## src/hdl/assert_macros.svh

```systemverilog
// assertion macros used by cross_linked_ppi_port_pair_unit
// each macro samples on i_clk; only CHECK_PROP is disabled while i_rst_n is low
`ifndef ASSERT_MACROS_SVH
`define ASSERT_MACROS_SVH

// implication checked at every rising clock edge outside reset
`define CHECK_PROP(label, prop, msg) \
    label: assert property (@(posedge i_clk) disable iff (!i_rst_n) prop) \
        else $error(msg);

// same check, also evaluated during reset
`define CHECK_ALWAYS(label, prop, msg) \
    label: assert property (@(posedge i_clk) prop) else $error(msg);

`endif

```

## src/hdl/clppi_pkg.sv

```systemverilog
// types, port addresses and access codes for the linked parallel port pair
// no dependencies
`timescale 1ns / 1ps

package clppi_pkg;

    // access codes carried in the mode field
    localparam logic [1:0] MODE_DISK_RD = 2'd0;
    localparam logic [1:0] MODE_DISK_WR = 2'd1;
    localparam logic [1:0] MODE_HOST_RD = 2'd2;
    localparam logic [1:0] MODE_HOST_WR = 2'd3;

    // i/o port addresses on both sides
    localparam logic [7:0] PORT_A   = 8'hFC;
    localparam logic [7:0] PORT_B   = 8'hFD;
    localparam logic [7:0] PORT_C   = 8'hFE;
    localparam logic [7:0] PORT_CTL = 8'hFF;

    localparam logic [7:0] READ_IDLE = 8'hFF;

    typedef struct packed {
        logic [1:0] mode;
        logic [7:0] port_address;
        logic [7:0] write_data;
    } t_access;

    typedef struct packed {
        logic [7:0] read_data;
        logic       handled;
        logic       wake_request;
    } t_result;

    // control byte applied to a port c image: mode set clears, else bit set/reset
    function automatic logic [7:0] fn_apply_control(input logic [7:0] portc,
                                                    input logic [7:0] ctl);
        logic [7:0] bit_mask;
        bit_mask = 8'h01 << ctl[3:1];
        if (ctl[7]) begin
            return 8'h00;
        end else if (ctl[0]) begin
            return portc | bit_mask;
        end else begin
            return portc & ~bit_mask;
        end
    endfunction

endpackage

```

## src/hdl/clppi_stream_if.sv

```systemverilog
// valid/ready channel carrying one word of a given payload type
// payload types come from clppi_pkg
`timescale 1ns / 1ps

interface clppi_stream_if #(
    parameter type t_payload = logic [7:0]
);
    logic     valid;
    logic     ready;
    t_payload data;

    modport source (output valid, output data, input ready);
    modport sink   (input valid, input data, output ready);
endinterface

```

## src/hdl/cross_linked_ppi_port_pair_unit.sv

```systemverilog
// channel  dir  payload                                   handshake
// i_acc    in   mode, port_address, write_data (t_access) valid/ready
// o_res    out  read_data, handled, wake_request (t_result) valid/ready
//
// one word per cycle sustained while the result channel is not stalled
// stage one holds the accepted access, the port decode and state update sit
// between it and the result register
// i_rst_n is synchronous, active low, and clears all port state to zero
// a stalled result holds the result register; stage one refills behind it
// depends on clppi_pkg, clppi_stream_if and assert_macros.svh
`timescale 1ns / 1ps

`include "assert_macros.svh"

module cross_linked_ppi_port_pair_unit
    import clppi_pkg::*;
(
    input  logic                  i_clk,
    input  logic                  i_rst_n,
    clppi_stream_if.sink          i_acc,
    clppi_stream_if.source        o_res
);

    logic       r_in_valid;
    t_access    r_in;
    logic       r_out_valid;
    t_result    r_out;

    logic [7:0] r_disk_port_b_out,     n_disk_port_b_out;
    logic [7:0] r_disk_port_c_bits,    n_disk_port_c_bits;
    logic [3:0] r_disk_to_host_nibble, n_disk_to_host_nibble;
    logic [7:0] r_host_port_b_to_disk, n_host_port_b_to_disk;
    logic [7:0] r_host_port_c_bits,    n_host_port_c_bits;
    logic [3:0] r_host_to_disk_nibble, n_host_to_disk_nibble;
    logic [7:0] r_disk_control_last,   n_disk_control_last;

    t_result    n_out;
    logic       w_out_adv;
    logic       w_in_adv;

    assign w_out_adv   = !r_out_valid || o_res.ready;
    assign w_in_adv    = r_in_valid && w_out_adv;
    assign i_acc.ready = !r_in_valid || w_out_adv;
    assign o_res.valid = r_out_valid;
    assign o_res.data  = r_out;

    // port decode and state update for the access in stage one
    always_comb begin
        n_disk_port_b_out     = r_disk_port_b_out;
        n_disk_port_c_bits    = r_disk_port_c_bits;
        n_disk_to_host_nibble = r_disk_to_host_nibble;
        n_host_port_b_to_disk = r_host_port_b_to_disk;
        n_host_port_c_bits    = r_host_port_c_bits;
        n_host_to_disk_nibble = r_host_to_disk_nibble;
        n_disk_control_last   = r_disk_control_last;
        n_out.read_data       = READ_IDLE;
        n_out.handled         = 1'b0;
        n_out.wake_request    = 1'b0;

        unique case (r_in.mode)
            MODE_DISK_RD: begin
                unique case (r_in.port_address)
                    PORT_A: begin
                        n_out.read_data = r_host_port_b_to_disk;
                        n_out.handled   = 1'b1;
                    end
                    PORT_C: begin
                        n_out.read_data = {4'h0, r_host_to_disk_nibble};
                        n_out.handled   = 1'b1;
                    end
                    PORT_CTL: begin
                        n_out.read_data = r_disk_control_last;
                        n_out.handled   = 1'b1;
                    end
                    default: ;
                endcase
            end
            MODE_DISK_WR: begin
                unique case (r_in.port_address)
                    PORT_B: begin
                        n_disk_port_b_out = r_in.write_data;
                        n_out.handled     = 1'b1;
                    end
                    PORT_CTL: begin
                        n_disk_control_last = r_in.write_data;
                        n_disk_port_c_bits  = fn_apply_control(r_disk_port_c_bits,
                                                               r_in.write_data);
                        // mode set leaves the nibble seen by the host alone
                        if (!r_in.write_data[7]) begin
                            n_disk_to_host_nibble = n_disk_port_c_bits[7:4];
                        end
                        n_out.handled = 1'b1;
                    end
                    default: ;
                endcase
            end
            MODE_HOST_RD: begin
                unique case (r_in.port_address)
                    PORT_A: begin
                        n_out.read_data = r_disk_port_b_out;
                        n_out.handled   = 1'b1;
                    end
                    PORT_C: begin
                        n_out.read_data = {4'h0, r_disk_to_host_nibble};
                        n_out.handled   = 1'b1;
                    end
                    default: ;
                endcase
            end
            MODE_HOST_WR: begin
                unique case (r_in.port_address)
                    PORT_B: begin
                        n_host_port_b_to_disk = r_in.write_data;
                        n_out.handled         = 1'b1;
                    end
                    PORT_C: begin
                        n_host_port_c_bits    = {r_in.write_data[7:4], 4'h0};
                        n_host_to_disk_nibble = r_in.write_data[7:4];
                        n_out.wake_request    = r_in.write_data[7];
                        n_out.handled         = 1'b1;
                    end
                    PORT_CTL: begin
                        n_host_port_c_bits = fn_apply_control(r_host_port_c_bits,
                                                              r_in.write_data);
                        if (!r_in.write_data[7]) begin
                            n_host_to_disk_nibble = n_host_port_c_bits[7:4];
                            n_out.wake_request    = n_host_port_c_bits[7];
                        end
                        n_out.handled = 1'b1;
                    end
                    default: ;
                endcase
            end
        endcase
    end

    // control and port state
    always_ff @(posedge i_clk) begin
        if (!i_rst_n) begin
            r_in_valid            <= 1'b0;
            r_out_valid           <= 1'b0;
            r_disk_port_b_out     <= 8'h00;
            r_disk_port_c_bits    <= 8'h00;
            r_disk_to_host_nibble <= 4'h0;
            r_host_port_b_to_disk <= 8'h00;
            r_host_port_c_bits    <= 8'h00;
            r_host_to_disk_nibble <= 4'h0;
            r_disk_control_last   <= 8'h00;
        end else begin
            if (i_acc.ready) begin
                r_in_valid <= i_acc.valid;
            end
            if (w_out_adv) begin
                r_out_valid <= r_in_valid;
            end
            if (w_in_adv) begin
                r_disk_port_b_out     <= n_disk_port_b_out;
                r_disk_port_c_bits    <= n_disk_port_c_bits;
                r_disk_to_host_nibble <= n_disk_to_host_nibble;
                r_host_port_b_to_disk <= n_host_port_b_to_disk;
                r_host_port_c_bits    <= n_host_port_c_bits;
                r_host_to_disk_nibble <= n_host_to_disk_nibble;
                r_disk_control_last   <= n_disk_control_last;
            end
        end
    end

    // payload registers
    always_ff @(posedge i_clk) begin
        if (i_acc.ready && i_acc.valid) begin
            r_in <= i_acc.data;
        end
        if (w_in_adv) begin
            r_out <= n_out;
        end
    end

    `CHECK_PROP(a_unhandled_reads_ff,
        r_out_valid && !r_out.handled |-> r_out.read_data == READ_IDLE,
        "unhandled access returned data other than 0xFF")
    `CHECK_PROP(a_wake_needs_hit,
        r_out_valid && r_out.wake_request |-> r_out.handled,
        "wake flag on an unhandled access")
    `CHECK_PROP(a_stage_moves,
        w_in_adv |=> r_out_valid,
        "access left stage one without reaching the result register")
    `CHECK_ALWAYS(a_reset_empties,
        !i_rst_n |=> !r_in_valid && !r_out_valid,
        "pipeline not empty after reset")

endmodule

```

## src/flat_wrapper.sv

```systemverilog
// flat-port wrapper written by rule: the top's interface ports become plain ports
module cross_linked_ppi_port_pair_unit_flat import clppi_pkg::*;
  (i_clk, i_rst_n, i_acc_valid, i_acc_data, i_acc_ready, o_res_valid, o_res_data, o_res_ready);
  clppi_stream_if #(.t_payload(t_access)) i_acc_i ();
  clppi_stream_if #(.t_payload(t_result)) o_res_i ();
  input  logic i_clk;
  input  logic i_rst_n;
  input wire logic [$bits(i_acc_i.valid)-1:0] i_acc_valid;
  input wire logic [$bits(i_acc_i.data)-1:0] i_acc_data;
  output wire logic [$bits(i_acc_i.ready)-1:0] i_acc_ready;
  output wire logic [$bits(o_res_i.valid)-1:0] o_res_valid;
  output wire logic [$bits(o_res_i.data)-1:0] o_res_data;
  input wire logic [$bits(o_res_i.ready)-1:0] o_res_ready;
  assign i_acc_i.valid = i_acc_valid;
  assign i_acc_i.data = i_acc_data;
  assign i_acc_ready = i_acc_i.ready;
  assign o_res_valid = o_res_i.valid;
  assign o_res_data = o_res_i.data;
  assign o_res_i.ready = o_res_ready;
  cross_linked_ppi_port_pair_unit u_core (.i_clk(i_clk), .i_rst_n(i_rst_n), .i_acc(i_acc_i), .o_res(o_res_i));
endmodule
```

## config.mk

```make
export PLATFORM = sky130hd
export DESIGN_NAME = cross_linked_ppi_port_pair_unit_flat
export DESIGN_NICKNAME = d
export VERILOG_FILES = /design/src/hdl/clppi_pkg.sv /design/src/hdl/clppi_stream_if.sv /design/src/hdl/cross_linked_ppi_port_pair_unit.sv /design/src/flat_wrapper.sv
export VERILOG_INCLUDE_DIRS = /design/src /design/src/hdl
export SDC_FILE = /design/constraint.sdc
export NUM_CORES = 1
export LEC_CHECK = 0
export BUFFER_PORTS_ARGS = -buffer_cell sky130_fd_sc_hd__buf_2
export CORE_MARGIN = 2
export CORE_UTILIZATION = 55
export CTS_BUF_LIST = sky130_fd_sc_hd__clkbuf_8
export CTS_CLUSTER_DIAMETER = 40
export DETAILED_ROUTE_END_ITERATION = 16
export MAX_ROUTING_LAYER = met4
export PLACE_DENSITY = 0.84
export SYNTH_ARGS = -nofsm -noshare
export SYNTH_HDL_FRONTEND = slang
export SYNTH_SLANG_ARGS = --single-unit
```

## constraint.sdc

```tcl
create_clock -name i_clk -period 4 [get_ports i_clk]
set_input_delay 0.2 -clock i_clk [delete_from_list [all_inputs] [get_ports i_clk]]
set_output_delay 0.2 -clock i_clk [all_outputs]
set_load 0.03 [all_outputs]
```

==> results of run 1 <==
-- cell usage after synthesis (2+ instances only) --
library cell  number  area, um^2
dfxtp_1           42         841
a21oi_1           36         180
o21ai_0           36         180
nand3_1           30         150
edfxtp_1          28         841
nand2_1           16        60.1
clkbuf_1          14        52.6
mux2i_1           13         130
a31oi_1           10        62.6
a211oi_1           7        52.6
and3_1             6        37.5
buf_2              5        25.0
inv_1              5        18.8
mux2_2             5        56.3
nand4_1            5        31.3
a22oi_1            4        30.0
a32oi_1            4        35.0
buf_4              4        30.0
nor2_1             4        15.0
o31ai_1            4        30.0
a21boi_0           3        22.5
and2_1             3        18.8
and4_1             3        26.3
nand2b_1           2        12.5
nand3b_1           2        15.0
nor2b_1            2        12.5
nor3_1             2        10.0
nor4_1             2        12.5
or4_1              2        15.0
-- cells by family (layout without fill, tap and decap cells) --
logic type	Yosys count	in the layout	share of synthesized area, %
compound gates	106	106	19.4
simple gates	88	88	16.6
flops	70	70	53.6
buf+inv	29	56	4.39
mux	18	18	5.95
-- state kept, by name (all words and copies together) (netlist names) --
name and count:
u_core.r_disk_port_c_bits 4, u_core.r_disk_control_last 8, u_core.r_disk_to_host_nibble 4, u_core.r_in_valid 1
u_core.r_disk_port_b_out 8, u_core.r_in 18, u_core.r_host_port_c_bits 4, u_core.r_host_port_b_to_disk 8
u_core.o_res.data 10, u_core.r_host_to_disk_nibble 4, u_core.o_res.valid 1
-- area by class of cell --
class	count	area [um^2]	area share [%]
timing repair buffer	35	180	5.08
tap	72	90.1	2.54
clock buffer	11	151	4.27
sequential	70	1680	47.5
multi-input combinational	212	1320	37.1
inverter	5	18.8	0.530
clock inverter	5	105	2.97
-- through the flow --
stage               total power, uW  hold WS, ns  cells  instance area [um^2]  utilization [%]
global placement                867        0.376    394                  3290             59.7
detailed placement              869        0.378    394                  3290             59.7
floorplan                       841        0.299    311                  3140                -
finish                         1580       0.0215    410                  3540             64.3
global route                   1610      0.00876    410                  3540             64.3
CTS                            1570       0.0191    410                  3540             64.3
-- routing by layer --
layer | vias to the layer above | part of all wire (%) | track usage, %
met5 | - | 0 | -
met4 | 0 | 2.5 | 10.9
met3 | 21 | 9.1 | 5.77
met2 | 158 | 46 | 39.5
met1 | 1257 | 42 | 33.8
li1 | 1225 | - | -
-- power by group through the flow --
stage	Clock [uW]	Combinational (uW)	Sequential, uW
4_1_cts	719	71.1	783
3_3_place_gp	0	69.3	798
5_1_grt	749	78.2	786
2_1_floorplan	0	50.9	790
6_report	719	72.0	785
3_5_place_dp	0	70.6	799
-- worst paths after layout --
check                                       start  slack, ns  cells past startpoint                              end
setup / recovery                   u_core.r_in[9]       1.70                      3             u_core.o_res.data[5]
hold / removal                      i_acc_data[4]       0.02                      1                   u_core.r_in[4]
setup reg to reg                   u_core.r_in[9]       1.70                      3             u_core.o_res.data[5]
hold reg to reg   u_core.r_disk_to_host_nibble[0]       0.48                      2  u_core.r_disk_to_host_nibble[0]
-- critical path, delay by kind of cell, from the launching register on --
kind	cells	cell delay (ns)
AOI/OAI and AO/OA	1	0.17
DFF	1	0.89
and+or+nand+nor	2	0.94
==> impl_metrics.toml, run 1 <==
[outcome]
status = "completed"

[timing]
finClkSkew_ns = 0.00685
setup_viol = 0
grt_setup_unrepaired = "false"
fmax_ghz = 0.435
fin_crit_ns = 2.30
fin_setup_tns_ns = 0
slew_headroom_pct = 37.2
drv_slew = 0
finalCritPeriodShare_pct = 57.5
tightest_slew_ns = 0.942
hold_viol = 0
setup_slack_ns = 1.70

[route]
vias = 2661
wirelength_mm = 7.40
wire_per_inst_um = 18.0
first_pass_iters = 5
via_per_inst = 6.49
ant_nets = 0
post-route-drc-count = 0
drt_iter0_markers = 475

[logic_synthesis]
ys_ff_latch = 70
ys_types = 41
yosysWarnings = 0
synthFlopType = "dfxtp_1"
synthCells = 311
avgSynthCellArea_um2 = 10.1
syn-num-nets = 333
synth_edf_count = 28
yosysSeqAreaShare_pct = 53.6
syn_area_mm2 = 0.00314
synthArstFlopShare_pct = 0

[global_route]
track_usage_pct = 26.0
grt_overflow = 0
grt_pass1_vias = 2396
grt_pass1_wl_mm = 12.0
grt_max_degree = 29
antenna_found_initial = 0

[power]
swShare_pct = 21.8
power_switching_uw = 343
power_frac_comb_pct = 4.6
power_density_mw_per_mm2 = 445
power.internal_uw = 1230
pwr-share-seq_pct = 49.8
p_leak_uw = 0.00119
ir_drop_mv = 0.305
clockPowerShare_pct = 45.6

[final_layout]
final_common_cell = "dfxtp_1"
drive_gt1_share_pct = 18.6
final_cell_mix = "dfxtp_1, o21ai_0, a21oi_1"
n_fill_cell = 430
antenna_cells = 0
syn_to_final_growth_pct = 13.0
nets = 355

[run]
cap_viol_max_count = 0

[worst_setup_path]
arrival_ns = 2.35
slowest_stage = "edfxtp_1"
worst-path-max-fanout = 20
critical_path_class = "reg -> reg"
max_stage_delay_ns = 0.89
path_cells = "and2b_1 -> nor4_1 -> a22oi_1"
critical_path.endpoint_type = "register"
critPathRequiredTime_ns = 4.05
crit_path_start_kind = "register"

[clock_network]
path_clk_slew_ns = 0.08
clkSinkCount = 70
cts_resized = 0
cts_tree = "built"
cts_root_buffer = "clkbuf_8"
insertion_delay_ns = 0.35
cts_buffers = 9
cts_buffer_depth = 2
htree_levels = 3
postCtsHoldBufs = 0
post_cts_buffers = 0

[floorplanning]
fp.dieW_um = 79.5
initial_core_util_pct = 56.9
core-area_mm2 = 0.00551
boundaryPins = 34
rows = 27
dieArea_mm2 = 0.00632
die_h_um = 79.5

[placement]
place_hpwl_mm = 4.76
io_buffers = 33
pre_cts_ws_ns = 1.82
gp_congestion = 0.911

[worst_hold_path]
hold_path.class = "in -> reg"
Note: power is estimated with default switching activity, not from simulation.
==> run 2, diff against run 1 <==
--- a/config.mk
+++ b/config.mk
@@ -13,7 +13,7 @@
 export CTS_CLUSTER_DIAMETER = 40
 export DETAILED_ROUTE_END_ITERATION = 16
 export MAX_ROUTING_LAYER = met4
-export PLACE_DENSITY = 0.84
+export PLACE_DENSITY = 0.87
 export SYNTH_ARGS = -nofsm -noshare
 export SYNTH_HDL_FRONTEND = slang
 export SYNTH_SLANG_ARGS = --single-unit
==> constraint.sdc (replaced) <==
create_clock -name i_clk -period 2.11 [get_ports i_clk]
set_input_delay 0.1055 -clock i_clk [delete_from_list [all_inputs] [get_ports i_clk]]
set_output_delay 0.1055 -clock i_clk [all_outputs]
set_load 0.03 [all_outputs]
==> run 2 against run 1 <==
First-iteration DRC count decreased by 20%. Count of clock-buffer cells in the layout unchanged. Critical path type unchanged. Total power increased by 74%. Sequential share of layout area decreased by 2.8 points. Largest power group unchanged. Non-clock buffer count increased by 29. Routed wire length increased by 7.1%. Combinational power increased by 150%. Worst hold slack improved by 0.035 ns. Sequential cell count unchanged. Via count increased by 3.4%. Cell count increased by 7.1%. Critical path depth increased by 1.
==> impl_metrics.toml, run 2 (synthesis results as in run 1) <==
[worst_setup_path]
worst-path-max-fanout = 16
arrival_ns = 2.06
critPathRequiredTime_ns = 2.23
critical_path.endpoint_type = "register"
crit_path_start_kind = "register"
critical_path_class = "reg -> reg"

[final_layout]
drive_gt1_share_pct = 19.6
registers.top_by_ff_count = "u_core.r_in"
final_cell_mix = "dfxtp_1, o21ai_0, a21oi_1"
antenna_cells = 0
nets = 384
syn_to_final_growth_pct = 20.1
final_common_cell = "dfxtp_1"
largest_reg_flops = 18

[global_route]
track_usage_pct = 28.0
grt_pass1_vias = 2687
grt_pass1_wl_mm = 12.9
grt_max_degree = 42
antenna_found_initial = 0
grt_overflow = 0

[route]
wirelength_mm = 7.92
via_per_inst = 6.27
ant_nets = 0
vias = 2751
drt_iter0_markers = 382
wire_per_inst_um = 18.0
first_pass_iters = 5
post-route-drc-count = 0

[clock_network]
cts_buffers = 9
insertion_delay_ns = 0.35
htree_levels = 3
post_cts_buffers = 0
path_clk_slew_ns = 0.07
cts_resized = 0
cts_root_buffer = "clkbuf_8"
clkSinkCount = 70
cts_tree = "built"
cts_buffer_depth = 2
postCtsHoldBufs = 19

[worst_hold_path]
hold_path.class = "in -> reg"

[run]
cap_viol_max_count = 0

[power]
p_leak_uw = 0.00131
power_density_mw_per_mm2 = 728
ir_drop_mv = 0.529
power_uw = 2740

[floorplanning]
boundaryPins = 34
dieArea_mm2 = 0.00632
die_h_um = 79.5
fp.dieW_um = 79.5
core-area_mm2 = 0.00551
rows = 27
initial_core_util_pct = 56.9

[placement]
place_hpwl_mm = 5.11
gp_congestion = 0.922
io_buffers = 33

[timing]
finalCritPeriodShare_pct = 91.9
tightest_slew_ns = 0.802
drv_slew = 0
fin_setup_tns_ns = 0
setup_viol = 0
finClkSkew_ns = 0.00681
hold_viol = 0
grt_setup_unrepaired = "false"
slew_headroom_pct = 46.5
fin_crit_ns = 1.94
fmax_ghz = 0.516

[outcome]
status = "completed"
[run 2: cell types whose count changed in the layout (fill, tap and decap cells not counted)]
| cell | before | now |
|---|---|---|
| buf_12 | 0 | 1 |
| buf_4 | 2 | 11 |
| bufinv_16 | 3 | 1 |
| clkinv_2 | 0 | 3 |
| clkinvlp_4 | 2 | 0 |
| dlygate4sd3_1 | 0 | 19 |
| inv_1 | 5 | 6 |
[run 2: cell type report]
class	count	area, um^2
Timing Repair Buffer	64	458
Sequential cell	70	1680
Inverter	5	18.8
Fill cell	419	1740
Clock buffer	11	151
Multi-Input combinational cell	212	1320
Clock inverter	5	48.8
Tap cell	72	90.1
[run 2: worst paths after layout]
path,start,to,slack (ns),cells past startpoint
max reg2reg,u_core.r_in[7],u_core.o_res.data[0],0.17,4
min,i_rst_n,u_core.r_host_to_disk_nibble[3],0.06,3
min reg2reg,u_core.r_host_port_b_to_disk[3],u_core.r_host_port_b_to_disk[3],0.48,2
max,u_core.r_in[7],u_core.o_res.data[0],0.17,4
[run 2: critical path: stages (launching register included)]
cell and delay, ns:
edfxtp_1 0.64, nand2b_1 0.25, mux2i_1 0.33, mux2i_1 0.14
nor3_1 0.34
[run 2: where the power goes]
| group | switching [uW] | internal [uW] |
|---|---|---|
| clock network | 483 | 600 |
| logic | 104 | 75.5 |
| registers | 40.4 | 1440 |
| total | 627 | 2110 |
[run 2: routing by layer]
metal	GRT usage, %	routed length [um]
met1	33.3	3290
met2	45.5	3920
met3	6.56	556
met4	12.1	144
met5	-	0
[run 2: metrics by stage]
stage	worst slack, ns	hold WS (ns)	util, %	area, um^2	instances
floorplan	0.359	0.204	-	3140	311
global placement	0.364	0.282	61.3	3370	404
detailed placement	0.285	0.284	61.3	3370	404
CTS	0.254	0.0407	68.4	3760	439
global route	0.143	0.0613	68.4	3760	439
finish	0.171	0.0569	68.4	3760	439
==> run 3, diff against run 2 <==
--- a/config.mk
+++ b/config.mk
@@ -13,7 +13,7 @@
 export CTS_CLUSTER_DIAMETER = 40
 export DETAILED_ROUTE_END_ITERATION = 16
 export MAX_ROUTING_LAYER = met4
-export PLACE_DENSITY = 0.87
+export PLACE_DENSITY = 0.84
 export SYNTH_ARGS = -nofsm -noshare
 export SYNTH_HDL_FRONTEND = slang
 export SYNTH_SLANG_ARGS = --single-unit
==> run 3 against run 2 <==
Maximum frequency up 1.0%. Critical path depth grew 1. Sequential power barely moved. Critical path type unchanged. Largest power group unchanged.
==> impl_metrics.toml, run 3 (synthesis results as in run 1) <==
[worst_setup_path]
worst-path-max-fanout = 17
arrival_ns = 2.20
critPathRequiredTime_ns = 2.40
critical_path.endpoint_type = "register"
critical_path_class = "reg -> reg"
crit_path_start_kind = "register"
r2r_cells = 5

[clock_network]
htree_levels = 3
path_clk_slew_ns = 0.07
cts_root_buffer = "clkbuf_8"
cts_resized = 0
postCtsHoldBufs = 19
insertion_delay_ns = 0.36
clkSinkCount = 70
cts_buffers = 9
cts_buffer_depth = 2
cts_tree = "built"
post_cts_buffers = 0

[global_route]
track_usage_pct = 28.1
antenna_found_initial = 0
grt_pass1_vias = 2695
grt_max_degree = 42
grt_overflow = 0
grt_pass1_wl_mm = 13.1

[timing]
fmax_ghz = 0.521
setup_slack_ns = 0.191
hold_viol = 0
drv_slew = 0
fin_setup_tns_ns = 0
slew_headroom_pct = 48.6
fin_crit_ns = 1.92
finClkSkew_ns = 0.00556
finalCritPeriodShare_pct = 90.9
worst_hold_slack_ns = 0.0408
tightest_slew_ns = 0.770
setup_viol = 0
grt_setup_unrepaired = "false"

[route]
first_pass_iters = 5
ant_nets = 0
wire_per_inst_um = 17.8
via_per_inst = 6.27
drt_iter0_markers = 326
vias = 2764
wirelength_mm = 7.85
post-route-drc-count = 0

[placement]
io_buffers = 33
gp_congestion = 0.872
place_hpwl_mm = 4.95
pre_cts_ws_ns = 0.287

[floorplanning]
dieArea_mm2 = 0.00632
core-area_mm2 = 0.00551
die_h_um = 79.5
rows = 27
initial_core_util_pct = 56.9
boundaryPins = 34
fp.dieW_um = 79.5

[final_layout]
seq_area_mm2 = 0.00168
drive_gt1_share_pct = 20.3
final_core_util_pct = 69.7
registers.top_by_ff_count = "u_core.r_in"
antenna_cells = 0
multi_input_area_mm2 = 0.00132
largest_reg_flops = 18
n_fill_cell = 388
final_common_cell = "dfxtp_1"
final_cell_mix = "dfxtp_1, o21ai_0, a21oi_1"
nets = 386
syn_to_final_growth_pct = 22.4

[outcome]
status = "completed"

[power]
power_uw = 3120
power_density_mw_per_mm2 = 813
ir_drop_mv = 0.545
p_leak_uw = 0.00134

[run]
cap_viol_max_count = 0

[worst_hold_path]
whs_path_depth = 3
hold_path.class = "in -> reg"
## run 3: path summary, 6_finish.rpt
check / to / startpoint / slack [ns]
worst max-delay path: u_core.r_host_port_b_to_disk[6] / u_core.r_in[13] / 0.19
worst min-delay path: u_core.r_host_to_disk_nibble[3] / i_rst_n / 0.04
worst max register to register: u_core.r_host_port_b_to_disk[6] / u_core.r_in[13] / 0.19
worst min register to register: u_core.r_disk_control_last[2] / u_core.r_disk_control_last[2] / 0.48
## run 3: power by group
| part | total (uW) | switching (uW) | internal, uW |
|---|---|---|---|
| registers | 1470 | 34.7 | 1440 |
| clock network | 1460 | 525 | 934 |
| logic | 191 | 112 | 78.8 |
## run 3: routing by layer
metal / up-vias / part of all wire, % / routed length (um) / GRT usage (%)
li1: 1289 / - / - / -
met1: 1282 / 42 / 3330 / 36.5
met2: 167 / 46 / 3570 / 41.5
met3: 26 / 8.8 / 692 / 6.67
met4: 0 / 3.2 / 250 / 13.6
met5: - / 0 / 0 / -
## run 3: final cells by class
| class | count | share of cell area [%] |
|---|---|---|
| Sequential cell | 70 | 43.8 |
| Clock inverter | 6 | 3.46 |
| Timing Repair Buffer | 66 | 12.0 |
| Inverter | 5 | 0.489 |
| Tap cell | 72 | 2.35 |
| Multi-Input combinational cell | 212 | 34.3 |
| Clock buffer | 10 | 3.59 |
## run 3: worst max-delay path, cell delays in order (launching register included)
cell	delay, ns
edfxtp_1	0.35
and4_1	0.37
and3_1	0.63
buf_4	0.26
nand3_1	0.09
a21oi_1	0.15
## run 3: through the flow
stage / cell area [um^2] / instances
2_1_floorplan: 3140 / 311
3_3_place_gp: 3380 / 406
3_5_place_dp: 3380 / 406
4_1_cts: 3840 / 441
5_1_grt: 3840 / 441
6_report: 3840 / 441
